<file path="src/design/scb_pkg.sv">
// Shared constants, types and register codes for the scaled sprite blitter.
package scb_pkg;

   localparam int MAX_ZOOM       = 8;
   localparam int MAX_SPRITE_DIM = 512;
   localparam int MAX_SCREEN_DIM = 4096;

   localparam int ALPHA_SHIFT = 24;
   localparam logic [7:0] ALPHA_MASK = 8'hFF;

   localparam int COLOR_W  = 32;
   localparam int RGB_W    = 24;
   localparam int COORD_W  = 12;
   localparam int CNT_W    = 9;
   localparam int CALC_W   = 16;
   localparam int ZOOM_W   = 4;
   localparam int SPRITE_W = 10;
   localparam int SCREEN_W = 13;
   localparam int ORIGIN_W = 13;

   localparam int QUEUE_DEPTH = 4;
   localparam int QUEUE_AW    = $clog2(QUEUE_DEPTH);

   typedef enum logic [2:0] {
      REG_ORIGIN_X      = 3'd0,
      REG_ORIGIN_Y      = 3'd1,
      REG_SPRITE_WIDTH  = 3'd2,
      REG_SPRITE_HEIGHT = 3'd3,
      REG_ZOOM          = 3'd4,
      REG_SCREEN_WIDTH  = 3'd5,
      REG_SCREEN_HEIGHT = 3'd6
   } reg_index_type;

   // Configuration after range limiting.
   typedef struct packed {
      logic signed [ORIGIN_W-1:0] origin_x;
      logic signed [ORIGIN_W-1:0] origin_y;
      logic [ZOOM_W-1:0]          zoom;
      logic [SPRITE_W-1:0]        sprite_w;
      logic [SPRITE_W-1:0]        sprite_h;
      logic [SCREEN_W-1:0]        screen_w;
      logic [SCREEN_W-1:0]        screen_h;
   } cfg_type;

   // One clipped block: inclusive corner coordinates plus color.
   typedef struct packed {
      logic [COORD_W-1:0] x0;
      logic [COORD_W-1:0] x1;
      logic [COORD_W-1:0] y0;
      logic [COORD_W-1:0] y1;
      logic [RGB_W-1:0]   color;
   } blk_type;

   // Queue status seen by its producer and consumer.
   typedef struct packed {
      logic full;
      logic valid;
   } q_stat_type;

endpackage

</file>
<file path="src/design/scaled_sprite_blitter.sv">
// Scaled sprite blitter top level: register file, front end, queue, back end.
//
// Sprite pixels come in as req beats in raster order; a pixel whose alpha
// byte is zero is drawn as a zoom-by-zoom block at origin + position*zoom,
// clipped to the screen, and each surviving screen write leaves as one rsp
// beat, rows first, with last_of_run set on the final beat of that pixel.
// Transparent or fully clipped pixels produce no beats but still advance the
// sprite column/row counters. The front end takes one pixel per cycle, unless
// a held pixel waits on a full queue, into a two-step setup (position
// multiply, then clip) and parks drawn blocks in a 4-entry queue; the back
// end pulls a block and then emits one write beat per cycle while rsp_ready
// allows. The back-end walker sets sustained throughput; the queue lets
// pixels that draw nothing flow through the front at one per cycle meanwhile,
// while it is not full. The user must write registers over the APB port only
// while no pixel is in flight; the block itself does not enforce this.
module scaled_sprite_blitter (
   input  logic                        clock,
   input  logic                        reset,
   // pixel input channel
   input  logic                        req_valid,
   output logic                        req_ready,
   input  logic [scb_pkg::COLOR_W-1:0] req_pixel_color,
   // screen write channel
   output logic                        rsp_valid,
   input  logic                        rsp_ready,
   output logic [scb_pkg::COORD_W-1:0] rsp_dest_x,
   output logic [scb_pkg::COORD_W-1:0] rsp_dest_y,
   output logic [scb_pkg::RGB_W-1:0]   rsp_dest_color,
   output logic                        rsp_last_of_run,
   // register port
   input  logic                        psel,
   input  logic                        penable,
   input  logic                        pwrite,
   input  logic [4:0]                  paddr,
   input  logic [31:0]                 pwdata,
   output logic [31:0]                 prdata,
   output logic                        pready
);

   // raw register values, as written
   logic [scb_pkg::ORIGIN_W-1:0] origin_x_ff, origin_x_in;
   logic [scb_pkg::ORIGIN_W-1:0] origin_y_ff, origin_y_in;
   logic [scb_pkg::SPRITE_W-1:0] sprite_w_ff, sprite_w_in;
   logic [scb_pkg::SPRITE_W-1:0] sprite_h_ff, sprite_h_in;
   logic [scb_pkg::ZOOM_W-1:0]   zoom_ff, zoom_in;
   logic [scb_pkg::SCREEN_W-1:0] screen_w_ff, screen_w_in;
   logic [scb_pkg::SCREEN_W-1:0] screen_h_ff, screen_h_in;

   logic                   wr_en;
   scb_pkg::reg_index_type reg_idx;
   scb_pkg::cfg_type       cfg;
   scb_pkg::q_stat_type    q_stat;
   scb_pkg::blk_type       push_blk, head_blk;
   logic                   q_push, q_pop;

   assign pready  = 1'b1;
   assign wr_en   = psel && penable && pwrite && pready;
   assign reg_idx = scb_pkg::reg_index_type'(paddr[4:2]);

   always_comb begin
      origin_x_in = origin_x_ff;
      origin_y_in = origin_y_ff;
      sprite_w_in = sprite_w_ff;
      sprite_h_in = sprite_h_ff;
      zoom_in     = zoom_ff;
      screen_w_in = screen_w_ff;
      screen_h_in = screen_h_ff;
      if (wr_en) begin
         case (reg_idx)
            scb_pkg::REG_ORIGIN_X:      origin_x_in = pwdata[scb_pkg::ORIGIN_W-1:0];
            scb_pkg::REG_ORIGIN_Y:      origin_y_in = pwdata[scb_pkg::ORIGIN_W-1:0];
            scb_pkg::REG_SPRITE_WIDTH:  sprite_w_in = pwdata[scb_pkg::SPRITE_W-1:0];
            scb_pkg::REG_SPRITE_HEIGHT: sprite_h_in = pwdata[scb_pkg::SPRITE_W-1:0];
            scb_pkg::REG_ZOOM:          zoom_in     = pwdata[scb_pkg::ZOOM_W-1:0];
            scb_pkg::REG_SCREEN_WIDTH:  screen_w_in = pwdata[scb_pkg::SCREEN_W-1:0];
            scb_pkg::REG_SCREEN_HEIGHT: screen_h_in = pwdata[scb_pkg::SCREEN_W-1:0];
            default: ;  // unmapped address: write dropped
         endcase
      end
   end

   always_ff @(posedge clock) begin
      if (reset) begin
         origin_x_ff <= '0;
         origin_y_ff <= '0;
         sprite_w_ff <= 10'd64;
         sprite_h_ff <= 10'd64;
         zoom_ff     <= 4'd1;
         screen_w_ff <= 13'd640;
         screen_h_ff <= 13'd480;
      end else begin
         origin_x_ff <= origin_x_in;
         origin_y_ff <= origin_y_in;
         sprite_w_ff <= sprite_w_in;
         sprite_h_ff <= sprite_h_in;
         zoom_ff     <= zoom_in;
         screen_w_ff <= screen_w_in;
         screen_h_ff <= screen_h_in;
      end
   end

   always_comb begin
      case (reg_idx)
         scb_pkg::REG_ORIGIN_X:      prdata = 32'(origin_x_ff);
         scb_pkg::REG_ORIGIN_Y:      prdata = 32'(origin_y_ff);
         scb_pkg::REG_SPRITE_WIDTH:  prdata = 32'(sprite_w_ff);
         scb_pkg::REG_SPRITE_HEIGHT: prdata = 32'(sprite_h_ff);
         scb_pkg::REG_ZOOM:          prdata = 32'(zoom_ff);
         scb_pkg::REG_SCREEN_WIDTH:  prdata = 32'(screen_w_ff);
         scb_pkg::REG_SCREEN_HEIGHT: prdata = 32'(screen_h_ff);
         default:                    prdata = '0;
      endcase
   end

   // Range limiting: zero zoom/size act as one, oversize clamps to the max.
   // Screen size zero stays zero and clips everything downstream.
   always_comb begin
      cfg.origin_x = $signed(origin_x_ff);
      cfg.origin_y = $signed(origin_y_ff);
      if (zoom_ff == '0) cfg.zoom = 4'd1;
      else if (zoom_ff > scb_pkg::ZOOM_W'(scb_pkg::MAX_ZOOM))
         cfg.zoom = scb_pkg::ZOOM_W'(scb_pkg::MAX_ZOOM);
      else cfg.zoom = zoom_ff;
      if (sprite_w_ff == '0) cfg.sprite_w = 10'd1;
      else if (sprite_w_ff > scb_pkg::SPRITE_W'(scb_pkg::MAX_SPRITE_DIM))
         cfg.sprite_w = scb_pkg::SPRITE_W'(scb_pkg::MAX_SPRITE_DIM);
      else cfg.sprite_w = sprite_w_ff;
      if (sprite_h_ff == '0) cfg.sprite_h = 10'd1;
      else if (sprite_h_ff > scb_pkg::SPRITE_W'(scb_pkg::MAX_SPRITE_DIM))
         cfg.sprite_h = scb_pkg::SPRITE_W'(scb_pkg::MAX_SPRITE_DIM);
      else cfg.sprite_h = sprite_h_ff;
      if (screen_w_ff > scb_pkg::SCREEN_W'(scb_pkg::MAX_SCREEN_DIM))
         cfg.screen_w = scb_pkg::SCREEN_W'(scb_pkg::MAX_SCREEN_DIM);
      else cfg.screen_w = screen_w_ff;
      if (screen_h_ff > scb_pkg::SCREEN_W'(scb_pkg::MAX_SCREEN_DIM))
         cfg.screen_h = scb_pkg::SCREEN_W'(scb_pkg::MAX_SCREEN_DIM);
      else cfg.screen_h = screen_h_ff;
   end

   scb_front u_front (
      .clock           (clock),
      .reset           (reset),
      .cfg             (cfg),
      .req_valid       (req_valid),
      .req_ready       (req_ready),
      .req_pixel_color (req_pixel_color),
      .q_stat          (q_stat),
      .q_push          (q_push),
      .q_blk           (push_blk)
   );

   scb_queue u_queue (
      .clock    (clock),
      .reset    (reset),
      .push     (q_push),
      .push_blk (push_blk),
      .pop      (q_pop),
      .head_blk (head_blk),
      .stat     (q_stat)
   );

   scb_back u_back (
      .clock           (clock),
      .reset           (reset),
      .q_stat          (q_stat),
      .q_blk           (head_blk),
      .q_pop           (q_pop),
      .rsp_valid       (rsp_valid),
      .rsp_ready       (rsp_ready),
      .rsp_dest_x      (rsp_dest_x),
      .rsp_dest_y      (rsp_dest_y),
      .rsp_dest_color  (rsp_dest_color),
      .rsp_last_of_run (rsp_last_of_run)
   );

endmodule

</file>
<file path="src/design/scb_front.sv">
// Front end: pixel intake, sprite counters, alpha test and clip-range setup.
module scb_front (
   input  logic                     clock,
   input  logic                     reset,
   input  scb_pkg::cfg_type         cfg,
   input  logic                     req_valid,
   output logic                     req_ready,
   input  logic [scb_pkg::COLOR_W-1:0] req_pixel_color,
   input  scb_pkg::q_stat_type      q_stat,
   output logic                     q_push,
   output scb_pkg::blk_type         q_blk
);

   logic [scb_pkg::CNT_W-1:0] col_ff, col_in;
   logic [scb_pkg::CNT_W-1:0] row_ff, row_in;
   logic                      s1_valid_ff, s1_valid_in;
   logic                      draw_ff;
   logic signed [scb_pkg::CALC_W-1:0] bx_ff, by_ff;
   logic [scb_pkg::RGB_W-1:0] color_ff;

   logic accept, s1_move;
   logic [scb_pkg::ORIGIN_W-1:0] prod_x, prod_y;
   logic signed [scb_pkg::CALC_W-1:0] bx_in, by_in;
   logic [scb_pkg::CNT_W:0] col_inc, row_inc;
   logic signed [scb_pkg::CALC_W-1:0] zoff, x_hi, y_hi, x_lim, y_lim;
   logic signed [scb_pkg::CALC_W-1:0] x_lo, y_lo, x_top, y_top;
   logic hit;

   assign s1_move   = s1_valid_ff && !q_stat.full;
   assign req_ready = !s1_valid_ff || !q_stat.full;
   assign accept    = req_valid && req_ready;

   assign prod_x = {4'b0, col_ff} * {9'b0, cfg.zoom};
   assign prod_y = {4'b0, row_ff} * {9'b0, cfg.zoom};
   assign bx_in  = scb_pkg::CALC_W'(cfg.origin_x) + $signed({3'b0, prod_x});
   assign by_in  = scb_pkg::CALC_W'(cfg.origin_y) + $signed({3'b0, prod_y});

   // Counters wrap at the sprite size, also when they already sit past it.
   assign col_inc = {1'b0, col_ff} + 10'd1;
   assign row_inc = {1'b0, row_ff} + 10'd1;
   always_comb begin
      col_in = col_ff;
      row_in = row_ff;
      if (accept) begin
         if (col_inc >= cfg.sprite_w) begin
            col_in = '0;
            row_in = (row_inc >= cfg.sprite_h) ? '0 : row_inc[scb_pkg::CNT_W-1:0];
         end else begin
            col_in = col_inc[scb_pkg::CNT_W-1:0];
         end
      end
   end

   always_comb begin
      s1_valid_in = s1_valid_ff;
      if (accept) s1_valid_in = 1'b1;
      else if (s1_move) s1_valid_in = 1'b0;
   end

   always_ff @(posedge clock) begin
      if (reset) begin
         col_ff      <= '0;
         row_ff      <= '0;
         s1_valid_ff <= 1'b0;
      end else begin
         col_ff      <= col_in;
         row_ff      <= row_in;
         s1_valid_ff <= s1_valid_in;
      end
   end

   always_ff @(posedge clock) begin
      if (accept) begin
         bx_ff    <= bx_in;
         by_ff    <= by_in;
         color_ff <= req_pixel_color[scb_pkg::RGB_W-1:0];
         draw_ff  <= ((req_pixel_color >> scb_pkg::ALPHA_SHIFT) & 32'(scb_pkg::ALPHA_MASK))
                     == '0;
      end
   end

   // Clip the block to the screen; an empty range on either axis drops it.
   assign zoff  = $signed({12'b0, cfg.zoom}) - 16'sd1;
   assign x_hi  = bx_ff + zoff;
   assign y_hi  = by_ff + zoff;
   assign x_lim = $signed({3'b0, cfg.screen_w}) - 16'sd1;
   assign y_lim = $signed({3'b0, cfg.screen_h}) - 16'sd1;
   assign x_lo  = bx_ff[scb_pkg::CALC_W-1] ? '0 : bx_ff;
   assign y_lo  = by_ff[scb_pkg::CALC_W-1] ? '0 : by_ff;
   assign x_top = (x_hi < x_lim) ? x_hi : x_lim;
   assign y_top = (y_hi < y_lim) ? y_hi : y_lim;
   assign hit   = (x_lo <= x_top) && (y_lo <= y_top);

   assign q_push      = s1_move && draw_ff && hit;
   assign q_blk.x0    = x_lo[scb_pkg::COORD_W-1:0];
   assign q_blk.x1    = x_top[scb_pkg::COORD_W-1:0];
   assign q_blk.y0    = y_lo[scb_pkg::COORD_W-1:0];
   assign q_blk.y1    = y_top[scb_pkg::COORD_W-1:0];
   assign q_blk.color = color_ff;

endmodule

</file>
<file path="src/design/scb_queue.sv">
// Small block queue between front and back end.
module scb_queue (
   input  logic                clock,
   input  logic                reset,
   input  logic                push,
   input  scb_pkg::blk_type    push_blk,
   input  logic                pop,
   output scb_pkg::blk_type    head_blk,
   output scb_pkg::q_stat_type stat
);

   scb_pkg::blk_type entry_ff [scb_pkg::QUEUE_DEPTH];
   logic [scb_pkg::QUEUE_AW-1:0] wptr_ff, wptr_in, rptr_ff, rptr_in;
   logic [scb_pkg::QUEUE_AW:0]   count_ff, count_in;
   logic do_push, do_pop;

   assign stat.full  = (count_ff == (scb_pkg::QUEUE_AW+1)'(scb_pkg::QUEUE_DEPTH));
   assign stat.valid = (count_ff != '0);
   assign do_push    = push && !stat.full;
   assign do_pop     = pop && stat.valid;
   assign head_blk   = entry_ff[rptr_ff];

   always_comb begin
      wptr_in  = do_push ? wptr_ff + 1'b1 : wptr_ff;
      rptr_in  = do_pop ? rptr_ff + 1'b1 : rptr_ff;
      count_in = count_ff;
      if (do_push && !do_pop) count_in = count_ff + 1'b1;
      else if (do_pop && !do_push) count_in = count_ff - 1'b1;
   end

   always_ff @(posedge clock) begin
      if (reset) begin
         wptr_ff  <= '0;
         rptr_ff  <= '0;
         count_ff <= '0;
      end else begin
         wptr_ff  <= wptr_in;
         rptr_ff  <= rptr_in;
         count_ff <= count_in;
      end
   end

   always_ff @(posedge clock) begin
      if (do_push) entry_ff[wptr_ff] <= push_blk;
   end

   a_no_overflow: assert property (@(posedge clock) disable iff (reset)
      stat.full |-> !push)
      else $error("push into full queue");

   a_count_bound: assert property (@(posedge clock) disable iff (reset)
      count_ff <= (scb_pkg::QUEUE_AW+1)'(scb_pkg::QUEUE_DEPTH))
      else $error("queue count past depth");

endmodule

</file>
<file path="src/design/scb_back.sv">
// Back end: walks each clipped block row by row into registered write beats.
module scb_back (
   input  logic                        clock,
   input  logic                        reset,
   input  scb_pkg::q_stat_type         q_stat,
   input  scb_pkg::blk_type            q_blk,
   output logic                        q_pop,
   output logic                        rsp_valid,
   input  logic                        rsp_ready,
   output logic [scb_pkg::COORD_W-1:0] rsp_dest_x,
   output logic [scb_pkg::COORD_W-1:0] rsp_dest_y,
   output logic [scb_pkg::RGB_W-1:0]   rsp_dest_color,
   output logic                        rsp_last_of_run
);

   logic busy_ff, busy_in;
   logic [scb_pkg::COORD_W-1:0] cur_x_ff, cur_x_in, cur_y_ff, cur_y_in;
   scb_pkg::blk_type blk_ff;
   logic rsp_valid_ff, rsp_valid_in;
   logic [scb_pkg::COORD_W-1:0] out_x_ff, out_y_ff;
   logic [scb_pkg::RGB_W-1:0]   out_color_ff;
   logic out_last_ff;
   logic emit, row_end, last;

   assign q_pop   = !busy_ff && q_stat.valid;
   assign emit    = busy_ff && (!rsp_valid_ff || rsp_ready);
   assign row_end = (cur_x_ff == blk_ff.x1);
   assign last    = row_end && (cur_y_ff == blk_ff.y1);

   always_comb begin
      busy_in  = busy_ff;
      cur_x_in = cur_x_ff;
      cur_y_in = cur_y_ff;
      if (q_pop) begin
         busy_in  = 1'b1;
         cur_x_in = q_blk.x0;
         cur_y_in = q_blk.y0;
      end else if (emit) begin
         if (last) begin
            busy_in = 1'b0;
         end else if (row_end) begin
            cur_x_in = blk_ff.x0;
            cur_y_in = cur_y_ff + 1'b1;
         end else begin
            cur_x_in = cur_x_ff + 1'b1;
         end
      end
      rsp_valid_in = rsp_valid_ff;
      if (emit) rsp_valid_in = 1'b1;
      else if (rsp_ready) rsp_valid_in = 1'b0;
   end

   always_ff @(posedge clock) begin
      if (reset) begin
         busy_ff      <= 1'b0;
         rsp_valid_ff <= 1'b0;
      end else begin
         busy_ff      <= busy_in;
         rsp_valid_ff <= rsp_valid_in;
      end
   end

   always_ff @(posedge clock) begin
      cur_x_ff <= cur_x_in;
      cur_y_ff <= cur_y_in;
      if (q_pop) blk_ff <= q_blk;
      if (emit) begin
         out_x_ff     <= cur_x_ff;
         out_y_ff     <= cur_y_ff;
         out_color_ff <= blk_ff.color;
         out_last_ff  <= last;
      end
   end

   assign rsp_valid       = rsp_valid_ff;
   assign rsp_dest_x      = out_x_ff;
   assign rsp_dest_y      = out_y_ff;
   assign rsp_dest_color  = out_color_ff;
   assign rsp_last_of_run = out_last_ff;

   a_x_in_block: assert property (@(posedge clock) disable iff (reset)
      busy_ff |-> (cur_x_ff >= blk_ff.x0) && (cur_x_ff <= blk_ff.x1))
      else $error("walk column left the block");

   a_y_in_block: assert property (@(posedge clock) disable iff (reset)
      busy_ff |-> (cur_y_ff >= blk_ff.y0) && (cur_y_ff <= blk_ff.y1))
      else $error("walk row left the block");

   a_last_frees: assert property (@(posedge clock) disable iff (reset)
      (emit && last) |=> !busy_ff || $past(q_pop))
      else $error("walker still busy after last beat");

endmodule
</file>
<file path="config.mk">
export PLATFORM = sky130hd
export DESIGN_NAME = scaled_sprite_blitter
export DESIGN_NICKNAME = d
export VERILOG_FILES = /design/src/design/scb_pkg.sv /design/src/design/scaled_sprite_blitter.sv /design/src/design/scb_front.sv /design/src/design/scb_queue.sv /design/src/design/scb_back.sv
export SDC_FILE = /design/constraint.sdc
export NUM_CORES = 1
export LEC_CHECK = 0
export BUFFER_PORTS_ARGS = -buffer_cell sky130_fd_sc_hd__buf_2
export CORE_MARGIN = 4
export CORE_UTILIZATION = 35
export DETAILED_ROUTE_END_ITERATION = 10
export SYNTH_ARGS = -nofsm -noshare
export SYNTH_HDL_FRONTEND = slang
export SYNTH_HIERARCHICAL = 1
export SYNTH_SLANG_ARGS = --single-unit
</file>
<file path="constraint.sdc">
create_clock -name clock -period 19.71 [get_ports clock]
set_input_delay 0 -clock clock [delete_from_list [all_inputs] [get_ports clock]]
set_output_delay 0 -clock clock [all_outputs]
set_load 0.02 [all_outputs]
</file>
Word level (Yosys, flattened, before mapping)

Memories as Yosys holds them, arrays and structs flattened. A register that Yosys moved wholly into a read port is not among the register bits.
Cells that the tools add are included.

Equal/unequal tests: 10
Multipliers: 2
Magnitude comparators: 11
Add/subtract/negate cells: 15
Reductions and logical operators: 45
Muxes and demuxes: 36

Operators with widths:

| operator                                                             | count |
|---|---|
| 12-bit 2-to-1 mux                                                    | 8 |
| 13-bit one-hot mux with 7 select lines                               | 1 |
| 10-bit 2-to-1 mux                                                    | 4 |
| 16-bit adder                                                         | 2 |
| 16-bit less-or-equal comparator                                      | 2 |
| 32-bit zero test                                                     | 1 |
| 16-bit less-than comparator                                          | 2 |
| 16-bit 2-to-1 mux                                                    | 2 |
| 13-bit by 14-bit adder with 15-bit output                            | 2 |
| 15-bit 2-to-1 mux                                                    | 2 |
| 13-bit by 1-bit subtractor with 14-bit output, second input constant | 2 |
| 13-bit > comparator, second input constant                           | 2 |
| 9-bit by 4-bit multiplier with 13-bit output                         | 2 |
| 13-bit 2-to-1 mux                                                    | 2 |
| 12-bit by 1-bit adder with 12-bit output, second input constant      | 2 |
| 12-bit == test                                                       | 2 |
| 9-bit by 1-bit adder with 10-bit output, second input constant       | 2 |
| 10-bit greater-or-equal comparator                                   | 2 |
| 10-bit > comparator, second input constant                           | 2 |
| 10-bit zero test                                                     | 2 |
| 2-bit AND reduction                                                  | 10 |
| 9-bit 2-to-1 mux                                                     | 2 |
| 1-bit logical AND                                                    | 14 |
| 3-bit == test, second input constant                                 | 4 |
| 19 further kinds                                                     | 43 |

Bits in writable memories: 288
Memories: 1
Word-level logic and storage cells: 149
Flip-flop bits (word level): 294

Memories:

| memory           | depth | bits a word | rd ports | clocked after Yosys merged registers in | write ports | line            | text |
|---|---|---|---|---|---|---|---|
| u_queue.entry_ff | 4     | 72          | 1        | 1                                       | 1           | scb_queue.sv:12 | `scb_pkg::blk_type entry_ff [scb_pkg::QUEUE_DEPTH];` |

Longest topological paths before layout

Depth after elaboration: 15
Mapped depth: 44
Gate-level depth less buffers: 41

Modules after synthesis

Netlist, hierarchy kept.

Modules (own cells, without submodules):

| module                | instances | sequential area each (sq um) | cells each | area each (sq um) |
|---|---|---|---|---|
| scb_queue             | 1         | 8828.5                       | 424        | 10936.7 |
| scb_front             | 1         | 2031.9                       | 1188       | 10131.0 |
| scb_back              | 1         | 4033.9                       | 299        | 5092.4 |
| scaled_sprite_blitter | 1         | 1521.5                       | 488        | 4191.5 |

Worst setup path before layout

OpenSTA, ideal clock, no wires.

Path kind: register to register
Start: register zoom_ff[1] (netlist bit)
End: memory u_queue/entry_ff[0][0] (netlist bit), enable pin
Stages on the path, launching flop included: 36
Clock period less this slack: 9514 ps
Path buffers: 4
Slack: 10196 ps
Arrival: 9076 ps
Path through: dfxtp_1 nor2b_1 clkbuf_1 clkbuf_1 inv_1 ha_1 nor3b_1 ha_1 a211o_1 o221ai_1 a21oi_1 o21ai_0 nor2_1 o31a_1 ha_1 and4_1 nand2_1 a211o_1 o21ai_0 nor4_1 mux2_2 buf_2 buf_2 o21a_1 ha_1 nor2b_1 o31ai_1 a21oi_1 o21ai_0 a221o_1 nand2b_1 o2111ai_1 nor4_1 inv_1 nor2_1 and2_1

RTL lines:

| element                | line                        | text |
|---|---|---|
| start, declared        | scaled_sprite_blitter.sv:45 | `logic [scb_pkg::ZOOM_W-1:0] zoom_ff, zoom_in;` |
| start signal, assigned | scaled_sprite_blitter.sv:96 | `zoom_ff <= zoom_in;` |
| end, declared          | scb_queue.sv:12             |  |

==> impl_metrics.tcl <==
set metrics [dict create \
    critPathBufInv 6 \
    grt_max_degree 99 \
    fin_crit_ns 10.26 \
    timing.fmax_ghz 0.0974 \
    worst_path_max_delay_cell "buf_4" \
    ys_seq_area_share_pct 54.1 \
    ys_warn_count 6 \
    critPathRequiredTime_ns 19.94 \
    row_count 107 \
    clk_latency_ns 0.63 \
    period_share_pct 52.1 \
    die_h_um 302 \
    synth_area_leaders "edfxtp_1, ha_1, dfxtp_1, mux4_2, mux2i_1" \
    cts_buffers 60 \
    num_vias 19200 \
    post_cts_buffers 0 \
    grt_overflow_total 0 \
    cpPeakStageDelay_ns 0.72 \
    die_area_mm2 0.0915 \
    gp_congestion 0.882 \
    cts_sinks 582 \
    die_w_um 302 \
    syn_area_per_cell_um2 12.7 \
    cp.arrival_ns 10.49 \
    slew_headroom_pct 23.3 \
    track_usage_pct 15.0 \
    crit_path_start_kind "register" \
    cp_max_fo 51 \
    final.setup.tns_ns 0 \
    synthCells 2399 \
    maxSlewViolCount 0 \
    grt_pass1_wl_um 108000 \
    start_util_pct 35.5 \
    final_antenna_net_count 0 \
    power_density_mw_per_mm2 80.8 \
    first_pass_iters 5 \
    hp-class "in2reg" \
    cts_root_buffer "clkbuf_16" \
    area.growth.synth_to_final_pct 13.5 \
    async_flop_share_pct 0 \
    outcome "completed" \
    whs_ns 0.0925 \
    vias_per_cell 5.13 \
    crit_family "compound AO/OA/AOI/OAI gates" \
    clk_pin_slew_ns 0.06 \
    tightest_slew_ns 1.14 \
    cts_tree "yes" \
    finalHoldViolCount 0 \
    drt-total-wl_um 70200 \
    dp_hpwl_um 50500 \
    ys.flop_type "edfxtp_1" \
    drc 0 \
    cts_resized 0 \
    synth-edff-count 476 \
    syn-cell-area_mm2 0.0304 \
    antenna_found_initial 0 \
    synth_top_area_share_pct 47.1 \
    fill_cells 7884 \
    rsz0062_at_grt "false" \
    htreeDepth 2 \
    yosysUniqueCellTypes 87 \
    design.core.area_mm2 0.0855 \
    layout.nets 2832 \
    setup_violations 0 \
    synth_top_area_cell "edfxtp_1" \
    grt_pass1_vias 19200 \
    drt-initial-drc-count 1206 \
    max_cap_violations 0 \
    port_buffers 118 \
    p_leak_nw 13.2 \
    synth_seq_cells 582 \
    clockBufferDepth 3 \
    critPathKind "reg2reg" \
    end_kind "register" \
    finalClockSkew_ns 0.0321 \
    io_pins 160 \
    ir_drop_mv 0.0814 \
    wl_per_cell_um 18.8 \
    layout-drive-gt1-share_pct 14.0 \
]
[worst register-to-register path, delay by kind of cell, from the launching register on]
kind / cells / cell delay (ns)
compound gates: 14 / 3.60
simple gates: 13 / 3.05
buf+inv: 6 / 1.86
fa+ha+maj: 4 / 1.00
flops: 1 / 0.34
[worst paths after layout]
path                                          from                   endpoint  slack, ns  cells after the start
worst max-delay path                    zoom_ff[1]    u_queue/entry_ff[3][66]       9.45                     37
worst min-delay path            req_pixel_color[6]        u_front/color_ff[6]       0.09                      2
worst max register to register          zoom_ff[1]    u_queue/entry_ff[3][66]       9.45                     37
worst min register to register   u_back/blk_ff[20]  u_back/rsp_dest_color[20]       0.41                      0
[synthesized netlist by cell type (36+ instances only)]
master / n
clkbuf_1: 54
nand2b_1: 69
nand2_1: 151
and2_1: 36
nor2b_1: 89
inv_1: 121
dfxtp_1: 106
nor3_1: 41
mux4_2: 70
nor2_1: 101
o21ai_0: 110
edfxtp_1: 476
mux2i_1: 71
a21oi_1: 107
nand3_1: 66
xnor2_1: 79
xor2_1: 60
ha_1: 182
[metal layers]
metal,wire [um],vias to the layer above,global-route usage [%]
met5,0,-,0
met4,1690,0,3.99
met3,3820,96,2.28
met2,33100,487,25.4
met1,31600,9457,20.4
li1,-,9129,-
[flip-flops by register name, summed over array words and instances (netlist names), 15 cells and up, named ones only]
signal / count
u_back/blk_ff: 60
u_queue/entry_ff: 288
u_front/color_ff: 24
u_front/by_ff: 15
u_back/rsp_dest_color: 24
u_front/bx_ff: 15
[metrics by stage]
| step | std cells | area, um^2 | util (%) | worst slack [ns] | total power, W |
|---|---|---|---|---|---|
| 6_report | 3736 | 34400 | 40.3 | 9.45 | 0.00278 |
| 4_1_cts | 3735 | 34400 | 40.3 | 9.38 | 0.00281 |
| 5_1_grt | 3735 | 34400 | 40.3 | 8.84 | 0.00289 |
| 3_3_place_gp | 3579 | 31900 | 37.3 | 9.47 | 0.00161 |
| 3_5_place_dp | 3579 | 31900 | 37.3 | 9.40 | 0.00162 |
| 2_1_floorplan | 2417 | 30400 | - | 10.20 | 0.00156 |
[report_power, final]
group          internal (W)  leakage, nW  switching (W)
combinational     0.0000714         6.94       0.000128
sequential          0.00138         5.22      0.0000255
clock              0.000704         1.00       0.000478
[cell type report]
cell class	instances	area, um^2	share of cell area [%]
diodes	1	2.50	0.00727
clock buffers	69	1560	4.52
clock inverters	43	556	1.61
inverters	125	470	1.37
multi-input cells	1591	12800	37.2
flip-flops and latches	582	16400	47.7
well taps	1144	1430	4.16
repair buffers	181	1180	3.41
[repair_timing]
action                                  4_1_cts  5_1_grt
endpoints found under the hold margin       121        0
endpoints found under the setup margin        0        0
hold buffers                                 44        0
[logic make-up after synthesis]
| family | share of synthesized area, % |
|---|---|
| simple gates | 11.4 |
| flops | 54.1 |
| compound gates | 8.41 |
| buf+inv | 3.93 |
| fa+ha+maj | 9.68 |
| mux | 8.49 |
| xor+xnor | 4.01 |
| other cells | 0.0247 |
[placed cells by master, fill, tap and decap left out, drive strengths merged, types with 13 or more instances in the layout]
master,count
and3,18
mux2,21
o21ai,116
nand2b,69
xor2,60
and2,36
clkbuf,69
conb,20
edfxtp,476
nor2b,89
ha,182
nor3,41
clkinv,23
a21o,27
nor2,102
nand2,152
fa,33
mux4,72
o21a,23
xnor2,79
a21oi,109
dfxtp,106
nand4,13
nand3,67
nor4,19
dlygate4sd3,44
inv,127
buf,137
mux2i,71
(Power assumes the default switching activity.)
